**src/hw/rtl/rgbhsl_pkg.sv**
```systemverilog
// shared types, constants and the divider step function for the rgb to hsl converter
`default_nettype none

package rgbhsl_pkg;

  localparam int CH_W           = 8;
  localparam int Q_W            = 16;
  localparam int REM_W          = 11;  // divisors reach 6 * 255 = 1530
  localparam int BITS_PER_STAGE = 2;
  localparam int DIV_STAGES     = Q_W / BITS_PER_STAGE;

  typedef struct packed {
    logic [CH_W-1:0] red;
    logic [CH_W-1:0] green;
    logic [CH_W-1:0] blue;
  } pixel_t;

  typedef struct packed {
    logic [Q_W-1:0] hue;
    logic [Q_W-1:0] saturation;
    logic [Q_W-1:0] lightness;
  } hsl_t;

  typedef enum logic [1:0] {
    SEL_RED,
    SEL_GREEN,
    SEL_BLUE
  } max_sel_t;

  // operands handed from the front end to the divider pipe
  typedef struct packed {
    logic [REM_W-1:0] sat_rem;
    logic [Q_W-1:0]   sat_low;
    logic [REM_W-1:0] sat_den;
    logic [REM_W-1:0] hue_rem;
    logic [REM_W-1:0] hue_den;
    logic [Q_W-1:0]   lightness;
    logic             achrom;
  } div_op_t;

  // one divider pipe stage
  typedef struct packed {
    logic [REM_W-1:0] sat_rem;
    logic [Q_W-1:0]   sat_low;
    logic [REM_W-1:0] sat_den;
    logic [Q_W-1:0]   sat_q;
    logic [REM_W-1:0] hue_rem;
    logic [REM_W-1:0] hue_den;
    logic [Q_W-1:0]   hue_q;
    logic [Q_W-1:0]   lightness;
    logic             achrom;
  } div_st_t;

  typedef struct packed {
    logic             qbit;
    logic [REM_W-1:0] rem;
  } step_res_t;

  // one restoring division step, remainder stays below the divisor
  function automatic step_res_t div_step(logic [REM_W-1:0] rem, logic nb,
                                         logic [REM_W-1:0] den);
    logic [REM_W:0] t;
    logic [REM_W:0] diff;
    step_res_t      res;
    t    = {rem, nb};
    diff = t - {1'b0, den};
    if (t >= {1'b0, den}) begin
      res.qbit = 1'b1;
      res.rem  = diff[REM_W-1:0];
    end else begin
      res.qbit = 1'b0;
      res.rem  = t[REM_W-1:0];
    end
    return res;
  endfunction

endpackage

`default_nettype wire

```
**src/hw/rtl/rgbhsl_front.sv**
```systemverilog
// front end: channel max/min, then operands for the dividers and lightness
`default_nettype none

module rgbhsl_front import rgbhsl_pkg::*; (
  input  logic    clk,
  input  logic    rst,
  input  logic    in_valid,
  output logic    in_ready,
  input  pixel_t  pix,
  output logic    op_valid,
  input  logic    op_ready,
  output div_op_t op
);

  typedef struct packed {
    logic [CH_W-1:0] r;
    logic [CH_W-1:0] g;
    logic [CH_W-1:0] b;
    logic [CH_W-1:0] mx;
    logic [CH_W-1:0] mn;
    max_sel_t        sel;
  } front_s1_t;

  front_s1_t s1;
  front_s1_t s1_next;
  logic      s1_vld;
  logic      s1_ok;
  logic      s2_ok;
  div_op_t   op_next;
  logic      op_vld;

  assign s2_ok    = !op_vld || op_ready;
  assign s1_ok    = !s1_vld || s2_ok;
  assign in_ready = s1_ok;
  assign op_valid = op_vld;

  // max with ties to red then green
  always_comb begin
    s1_next.r = pix.red;
    s1_next.g = pix.green;
    s1_next.b = pix.blue;
    if (pix.red >= pix.green && pix.red >= pix.blue) begin
      s1_next.sel = SEL_RED;
      s1_next.mx  = pix.red;
    end else if (pix.green >= pix.blue) begin
      s1_next.sel = SEL_GREEN;
      s1_next.mx  = pix.green;
    end else begin
      s1_next.sel = SEL_BLUE;
      s1_next.mx  = pix.blue;
    end
    if (pix.red <= pix.green && pix.red <= pix.blue) begin
      s1_next.mn = pix.red;
    end else if (pix.green <= pix.blue) begin
      s1_next.mn = pix.green;
    end else begin
      s1_next.mn = pix.blue;
    end
  end

  always_comb begin
    logic [CH_W-1:0]   d;
    logic [CH_W:0]     sum;
    logic [CH_W:0]     den;
    logic [REM_W-1:0]  d6;
    logic [REM_W-1:0]  off_d;
    logic [CH_W-1:0]   pa;
    logic [CH_W-1:0]   pb;
    logic [CH_W+Q_W-1:0] sat_x;
    logic [Q_W:0]      lig_x;
    d     = s1.mx - s1.mn;
    sum   = {1'b0, s1.mx} + {1'b0, s1.mn};
    den   = (sum > 9'd255) ? (9'd510 - sum) : sum;
    d6    = {1'b0, d, 2'b00} + {2'b00, d, 1'b0};
    // d * 65535 as d * 2^16 - d
    sat_x = {d, {Q_W{1'b0}}} - {{Q_W{1'b0}}, d};
    // sum * 65535 / 510 is exactly sum * 257 / 2
    lig_x = {sum, {CH_W{1'b0}}} + {{CH_W{1'b0}}, sum};
    case (s1.sel)
      SEL_RED: begin
        off_d = (s1.g < s1.b) ? d6 : '0;
        pa    = s1.g;
        pb    = s1.b;
      end
      SEL_GREEN: begin
        off_d = {2'b00, d, 1'b0};
        pa    = s1.b;
        pb    = s1.r;
      end
      SEL_BLUE: begin
        off_d = {1'b0, d, 2'b00};
        pa    = s1.r;
        pb    = s1.g;
      end
      default: begin
        off_d = '0;
        pa    = '0;
        pb    = '0;
      end
    endcase
    op_next.sat_rem   = {{(REM_W-CH_W){1'b0}}, sat_x[CH_W+Q_W-1:Q_W]};
    op_next.sat_low   = sat_x[Q_W-1:0];
    op_next.sat_den   = {{(REM_W-CH_W-1){1'b0}}, den};
    // hue numerator lies in [0, 6d), so modular arithmetic is exact
    op_next.hue_rem   = off_d + {{(REM_W-CH_W){1'b0}}, pa} - {{(REM_W-CH_W){1'b0}}, pb};
    op_next.hue_den   = d6;
    op_next.lightness = lig_x[Q_W:1];
    op_next.achrom    = (d == '0);
  end

  always_ff @(posedge clk) begin
    if (rst) begin
      s1_vld <= 1'b0;
      op_vld <= 1'b0;
    end else begin
      if (s1_ok) begin
        s1_vld <= in_valid;
      end
      if (s2_ok) begin
        op_vld <= s1_vld;
      end
    end
  end

  always_ff @(posedge clk) begin
    if (s1_ok) begin
      s1 <= s1_next;
    end
    if (s2_ok) begin
      op <= op_next;
    end
  end

endmodule

`default_nettype wire

```
**src/hw/rtl/rgbhsl_div.sv**
```systemverilog
// pipelined restoring dividers for saturation and hue, two quotient bits per stage
`default_nettype none

module rgbhsl_div import rgbhsl_pkg::*; (
  input  logic    clk,
  input  logic    rst,
  input  logic    op_valid,
  output logic    op_ready,
  input  div_op_t op,
  output logic    res_valid,
  input  logic    res_ready,
  output div_st_t res
);

  div_st_t               st      [DIV_STAGES];
  div_st_t               st_in   [DIV_STAGES];
  div_st_t               st_next [DIV_STAGES];
  logic [DIV_STAGES-1:0] vld;
  logic [DIV_STAGES:0]   adv_ok;

  always_comb begin
    st_in[0].sat_rem   = op.sat_rem;
    st_in[0].sat_low   = op.sat_low;
    st_in[0].sat_den   = op.sat_den;
    st_in[0].sat_q     = '0;
    st_in[0].hue_rem   = op.hue_rem;
    st_in[0].hue_den   = op.hue_den;
    st_in[0].hue_q     = '0;
    st_in[0].lightness = op.lightness;
    st_in[0].achrom    = op.achrom;
    for (int k = 1; k < DIV_STAGES; k++) begin
      st_in[k] = st[k-1];
    end
  end

  always_comb begin
    div_st_t   cur;
    step_res_t sr;
    step_res_t hr;
    for (int k = 0; k < DIV_STAGES; k++) begin
      cur = st_in[k];
      for (int j = 0; j < BITS_PER_STAGE; j++) begin
        sr          = div_step(cur.sat_rem, cur.sat_low[Q_W-1], cur.sat_den);
        hr          = div_step(cur.hue_rem, 1'b0, cur.hue_den);
        cur.sat_rem = sr.rem;
        cur.sat_low = {cur.sat_low[Q_W-2:0], 1'b0};
        cur.sat_q   = {cur.sat_q[Q_W-2:0], sr.qbit};
        cur.hue_rem = hr.rem;
        cur.hue_q   = {cur.hue_q[Q_W-2:0], hr.qbit};
      end
      st_next[k] = cur;
    end
  end

  // a stage moves when it is empty or its successor moves
  always_comb begin
    adv_ok[DIV_STAGES] = res_ready;
    for (int k = DIV_STAGES - 1; k >= 0; k--) begin
      adv_ok[k] = !vld[k] || adv_ok[k+1];
    end
  end

  always_ff @(posedge clk) begin
    if (rst) begin
      vld <= '0;
    end else begin
      if (adv_ok[0]) begin
        vld[0] <= op_valid;
      end
      for (int k = 1; k < DIV_STAGES; k++) begin
        if (adv_ok[k]) begin
          vld[k] <= vld[k-1];
        end
      end
    end
  end

  always_ff @(posedge clk) begin
    for (int k = 0; k < DIV_STAGES; k++) begin
      if (adv_ok[k]) begin
        st[k] <= st_next[k];
      end
    end
  end

  assign op_ready  = adv_ok[0];
  assign res_valid = vld[DIV_STAGES-1];
  assign res       = st[DIV_STAGES-1];

endmodule

`default_nettype wire

```
**src/hw/rtl/rgb_to_hsl_converter_unit.sv**
```systemverilog
// top level of the rgb to hsl converter: front end, divider pipe and output register
`default_nettype none

// Converts one 8-bit rgb pixel per clock, unless the output stalls, into 16-bit
// hue, saturation and lightness. Hue is a fraction of the full circle scaled by
// 65536, saturation and lightness are fractions scaled by 65535, all truncated;
// a gray pixel (max equal to min) gives hue and saturation of zero, and ties for
// the maximum channel go to red, then green. The block is fully pipelined: a
// new pixel can enter every clock, and each one passes two front-end stages,
// eight stages of the radix-4 dividers and one output register on its way
// from the accepting edge to its result beat; the divider depth follows from
// two quotient bits per stage over 16 bits. Every stage holds its own valid
// bit and fills when empty, so a stall on the result side backs up only as far
// as the pipe is full, and pixels keep entering into empty stages meanwhile.
// There is no configuration and no state between pixels.

module rgb_to_hsl_converter_unit import rgbhsl_pkg::*; (
  input  logic   clk,
  input  logic   rst,
  input  logic   pixel_valid,
  output logic   pixel_stall,
  input  pixel_t pixel,
  output logic   hsl_valid,
  input  logic   hsl_stall,
  output hsl_t   hsl
);

  logic    front_ready;
  logic    op_valid;
  logic    op_ready;
  div_op_t op;
  logic    res_valid;
  logic    res_ready;
  div_st_t res;
  logic    out_vld;
  hsl_t    hsl_next;

  assign pixel_stall = !front_ready;

  // max/min, differences, divisors and lightness
  rgbhsl_front u_front (
    .clk      (clk),
    .rst      (rst),
    .in_valid (pixel_valid),
    .in_ready (front_ready),
    .pix      (pixel),
    .op_valid (op_valid),
    .op_ready (op_ready),
    .op       (op)
  );

  // saturation and hue quotients side by side
  rgbhsl_div u_div (
    .clk       (clk),
    .rst       (rst),
    .op_valid  (op_valid),
    .op_ready  (op_ready),
    .op        (op),
    .res_valid (res_valid),
    .res_ready (res_ready),
    .res       (res)
  );

  // output register takes a new beat whenever it is empty or being drained
  assign res_ready = !out_vld || !hsl_stall;

  // gray pixels force hue and saturation to zero
  always_comb begin
    hsl_next.hue        = res.achrom ? '0 : res.hue_q;
    hsl_next.saturation = res.achrom ? '0 : res.sat_q;
    hsl_next.lightness  = res.lightness;
  end

  always_ff @(posedge clk) begin
    if (rst) begin
      out_vld <= 1'b0;
    end else if (res_ready) begin
      out_vld <= res_valid;
    end
  end

  always_ff @(posedge clk) begin
    if (res_ready) begin
      hsl <= hsl_next;
    end
  end

  assign hsl_valid = out_vld;

endmodule

`default_nettype wire

```
**config.mk**
```make
export PLATFORM = sky130hd
export DESIGN_NAME = rgb_to_hsl_converter_unit
export DESIGN_NICKNAME = d
export VERILOG_FILES = /design/src/hw/rtl/rgbhsl_pkg.sv /design/src/hw/rtl/rgbhsl_front.sv /design/src/hw/rtl/rgbhsl_div.sv /design/src/hw/rtl/rgb_to_hsl_converter_unit.sv
export SDC_FILE = /design/constraint.sdc
export NUM_CORES = 1
export LEC_CHECK = 0
export ABC_CLOCK_PERIOD_IN_PS = 7000
export BUFFER_PORTS_ARGS = -buffer_cell sky130_fd_sc_hd__buf_2
export CAP_MARGIN = 20
export CORE_MARGIN = 2
export CORE_UTILIZATION = 60
export CTS_CLUSTER_SIZE = 8
export DETAILED_ROUTE_END_ITERATION = 8
export HOLD_SLACK_MARGIN = 0.08
export PLACE_DENSITY = 0.77
export REMOVE_ABC_BUFFERS = 1
export SYNTH_ARGS = -nofsm -noshare
export SYNTH_HDL_FRONTEND = slang
export SYNTH_SLANG_ARGS = --single-unit
```
**constraint.sdc**
```tcl
create_clock -name clk -period 7 [get_ports clk]
set_input_delay 0 -clock clk [delete_from_list [all_inputs] [get_ports clk]]
set_output_delay 0 -clock clk [all_outputs]
set_load 0.01 [all_outputs]
```
==> summary.md <==
| Metric | Value |
|---|---|
| Status | complete, no violations |
| Overall routing resource usage | 22.94% |
| Final worst path period share | 81.12% |
| Fillers | 5110 |
| Cells along the critical path | ha_1 > inv_1 > fa_1 > a21oi_1 > o21ai_1 > a2111oi_2 > o21ba_2 > o21ai_1 > buf_4 > o21ai_0 > fa_1 > nor2b_1 > o21a_1 > o21ai_0 > a21oi_1 > o21ai_0 > a21boi_0 > and4b_1 > nor2_1 > mux2_2 |
| Tightest Pin Transition | 0.9774 ns |
| Yosys top cell by area | edfxtp_1 |
| Ant. Diodes | 0 |
| RSZ-0062 raised after global routing | no |
| DRC Markers | 0 |
| Top cell type's share of synthesized area | 52.00% |
| Commonest non-fill, non-tap cell in the layout | edfxtp_1 |
| Worst stage delay on the critical path | 0.70 ns |
| Mapped Area | 43370 sq um |
| Max Cap Viol | 0 |
| Delay-heaviest family, CP | compound AO/OA/AOI/OAI gates |
| Final std cells w/o fill | 4838 |
| Drt wl/cell | 17.43 um |
| Setup Skew | 0.03196 ns |
| HPWL Detailed | 61.13 mm |
| DP Area | 44950 sq um |
| Synthesized netlist cell count | 3674 |
| Worst path slowest cell | and4b_1 |
| Setup crit end kind | register |
| Sink Count | 762 |
| Hold Crit Endpoint | u_front.s1[19]$_DFFE_PN_ |
| CORE AREA | 71490 sq um |
| Number of flops mapped to enable cells by yosys | 751 |
| Cell mode on critical path | o21ai_0 |
| Min-Delay Path Class | input port to register |
| Starting Density | 60.66% |
| Mapped Avg Cell Area | 11.80 sq um |
| R2R Setup Slk | 1.32 ns |
| Largest cells by area after synthesis | edfxtp_1 52%, ha_1 11%, xnor2_1 3.6% |
| Most frequent cells in the layout | 751 x edfxtp_1, 372 x ha_1, 335 x inv_1 |
| Worst hold stages | 2 |
| DRT iter0 DRCs | 1711 |
| Final WL | 84.34 mm |
| DIE HEIGHT | 272.8 um |
| Tmin final | 5.678 ns |
| Top FF cell, synth | edfxtp_1 |
| Initial antenna violation count | 0 |
| CTS H-tree lvls | 3 |
| Synth warnings | 0 |
| Drt first pass iters | 7 |
| Total gr overflow | 0 |
| # rows | 98 |
| CP arrival | 6.07 ns |
| Rel. slew slack | 34.84% |
| Setup WS pre-CTS | 1.381 ns |
| Final setup fails | 0 |
| Fin Setup TNS | 0 ns |
| Antenna-violating nets left | 0 |
| Vias in the first global route | 27.99k |
| Layout Nets | 4300 |
| Buffers & Inverters on Critical Path | 2 |
| Post-synthesis register bit count | 762 |
| Post-synth ARST share | 0% |
| Skew-Pair Late Insertion Delay | 0.65 ns |
| CTS tree | yes |
| Buffers on Ports | 77 |
| CTS root buf | clkbuf_16 |
| Via density per instance | 5.748 |
| Die Wd | 272.8 um |
| Yosys cell types | 105 |
| Reg-to-Reg End | u_div.st[1][212]$_DFFE_PP_ |
| Final WS setup | 1.322 ns |
| Worst setup SP type | register |
| Worst hold path startpoint | pixel[1] |
| Final hold viol count | 0 |
| Worst-path maximum fanout | 19 |
| Seq/Total Area, Yosys | 52.51% |
| PostCTS Resize Cnt | 0 |
| Vias | 27.81k |
| Fraction of layout instances using a drive strength above 1 | 10.93% |
| Final Max Tran Viols | 0 |
| CTS Buf Count | 105 |
| Global-route wire length before repair | 138.6 mm |
| Placed Instances | 4676 |
| Worst r2r src | u_div.st[1][86]$_DFFE_PP_ |
| P&R area growth vs syn | 11.01% |
| Fmax | 176.1 MHz |
| Final instance area | 48140 sq um |
| GPL Wtd Cong | 0.9083 |
| FF-to-FF path depth | 20 |
| CTS clock-pin slew for the worst setup and hold paths | 0.05 ns |
| I/O pin cnt | 78 |
| Worst Path Required | 7.40 ns |
| CTS Buffer Depth | 3 |
| Largest net degree at the start of global routing | 72 |
| CP Class | register to register |
| Full die area | 74440 sq um |
-- area by class of cell --
type / count / area, sq um / area share [%]
clock buffer: 124 / 2761 / 5.736
clock inverter: 6 / 108.9 / 0.2261
inverter: 345 / 1296 / 2.693
multi-input combinational: 2516 / 19110 / 39.70
sequential: 762 / 22770 / 47.30
tap: 950 / 1189 / 2.469
timing repair buffer: 135 / 900.9 / 1.871
-- metal layers --
metal | global-route usage, % | vias to the layer above | wire length (um)
met5 | 0 | - | 0
met4 | 8.126 | 0 | 2152
met3 | 2.856 | 158 | 3113
met2 | 41.24 | 612 | 43180
met1 | 28.45 | 13260 | 35890
li1 | - | 13780 | -
-- per-stage QoR --
step | hold WS (ns) | util, %
2_1_floorplan | 0.06907 | -
3_3_place_gp | 0.2227 | 62.88
3_5_place_dp | 0.2181 | 62.88
4_1_cts | 0.08122 | 67.34
5_1_grt | 0.1207 | 67.34
6_report | 0.1362 | 67.34
-- logic make-up (layout without fill, tap and decap cells) --
logic type | count (synthesis) | after routing | share of synthesized area (%)
simple gates | 877 | 877 | 10.16
compound gates | 816 | 816 | 12.01
flops | 762 | 762 | 52.51
fa+ha+maj | 407 | 407 | 12.35
buf+inv | 396 | 610 | 3.532
xor+xnor | 234 | 234 | 4.743
mux | 182 | 182 | 4.691
-- timing repair --
item	CTS	global route
hold buffers	32	0
setup buffers	0	0
hold endpoints to repair	58	0
-- state kept, by name, indices dropped and copies added, names as in the netlist --
| name | count |
|---|---|
| u_front.op | 67 |
| u_div.vld | 8 |
| u_div.st | 594 |
| u_front.op_valid | 1 |
| hsl | 48 |
| u_front.s1_vld | 1 |
| hsl_valid | 1 |
| u_front.s1 | 42 |
-- Yosys cell counts (all sizes together), types with 5 or more instances --
master / instances
and2: 15
inv: 344
nor2: 254
a31oi: 21
a31o: 7
ha: 372
a2111oi: 7
a21boi: 22
a21o: 80
a211oi: 25
or2: 22
and3: 9
nand2b: 63
nor3: 47
dfxtp: 11
o31ai: 24
nand3: 33
a21oi: 252
o21ai: 226
nor2b: 120
o21a: 51
fa: 35
xor2: 56
o21bai: 22
edfxtp: 751
nand4: 55
nor4: 21
mux2i: 54
a221oi: 7
nand2: 193
nand3b: 5
buf: 20
a211o: 7
o211ai: 16
mux2: 128
xnor2: 178
or3: 13
clkbuf: 31
nor3b: 7
or4: 7
-- how the worst max path moves through the flow --
| stage | from | cells past startpoint | endpoint |
|---|---|---|---|
| 2_1_floorplan | hsl_valid$_SDFFE_PP0P_ | 7 | u_front.op[0]$_DFFE_PP_ |
| 3_3_place_gp | u_div.st[1][86]$_DFFE_PP_ | 20 | u_div.st[1][212]$_DFFE_PP_ |
| 3_5_place_dp | u_div.st[0][82]$_DFFE_PP_ | 21 | u_div.st[0][211]$_DFFE_PP_ |
| 4_1_cts | u_div.st[1][86]$_DFFE_PP_ | 20 | u_div.st[1][212]$_DFFE_PP_ |
| 5_1_grt | u_div.st[1][86]$_DFFE_PP_ | 20 | u_div.st[1][212]$_DFFE_PP_ |
| 6_report | u_div.st[1][86]$_DFFE_PP_ | 20 | u_div.st[1][212]$_DFFE_PP_ |
-- worst register-to-register path, cell delays in order, from the launching register on --
cell,delay (ns)
edfxtp_1,0.60
ha_1,0.25
inv_1,0.06
fa_1,0.40
a21oi_1,0.23
o21ai_1,0.13
a2111oi_2,0.49
o21ba_2,0.19
o21ai_1,0.05
buf_4,0.21
o21ai_0,0.44
fa_1,0.32
nor2b_1,0.06
o21a_1,0.17
o21ai_0,0.20
a21oi_1,0.12
o21ai_0,0.23
a21boi_0,0.19
and4b_1,0.70
nor2_1,0.10
mux2_2,0.28
Power is left out: the tool's default activity adds up to more than one toggle a clock period on the data nets, which glitch-free logic cannot reach.
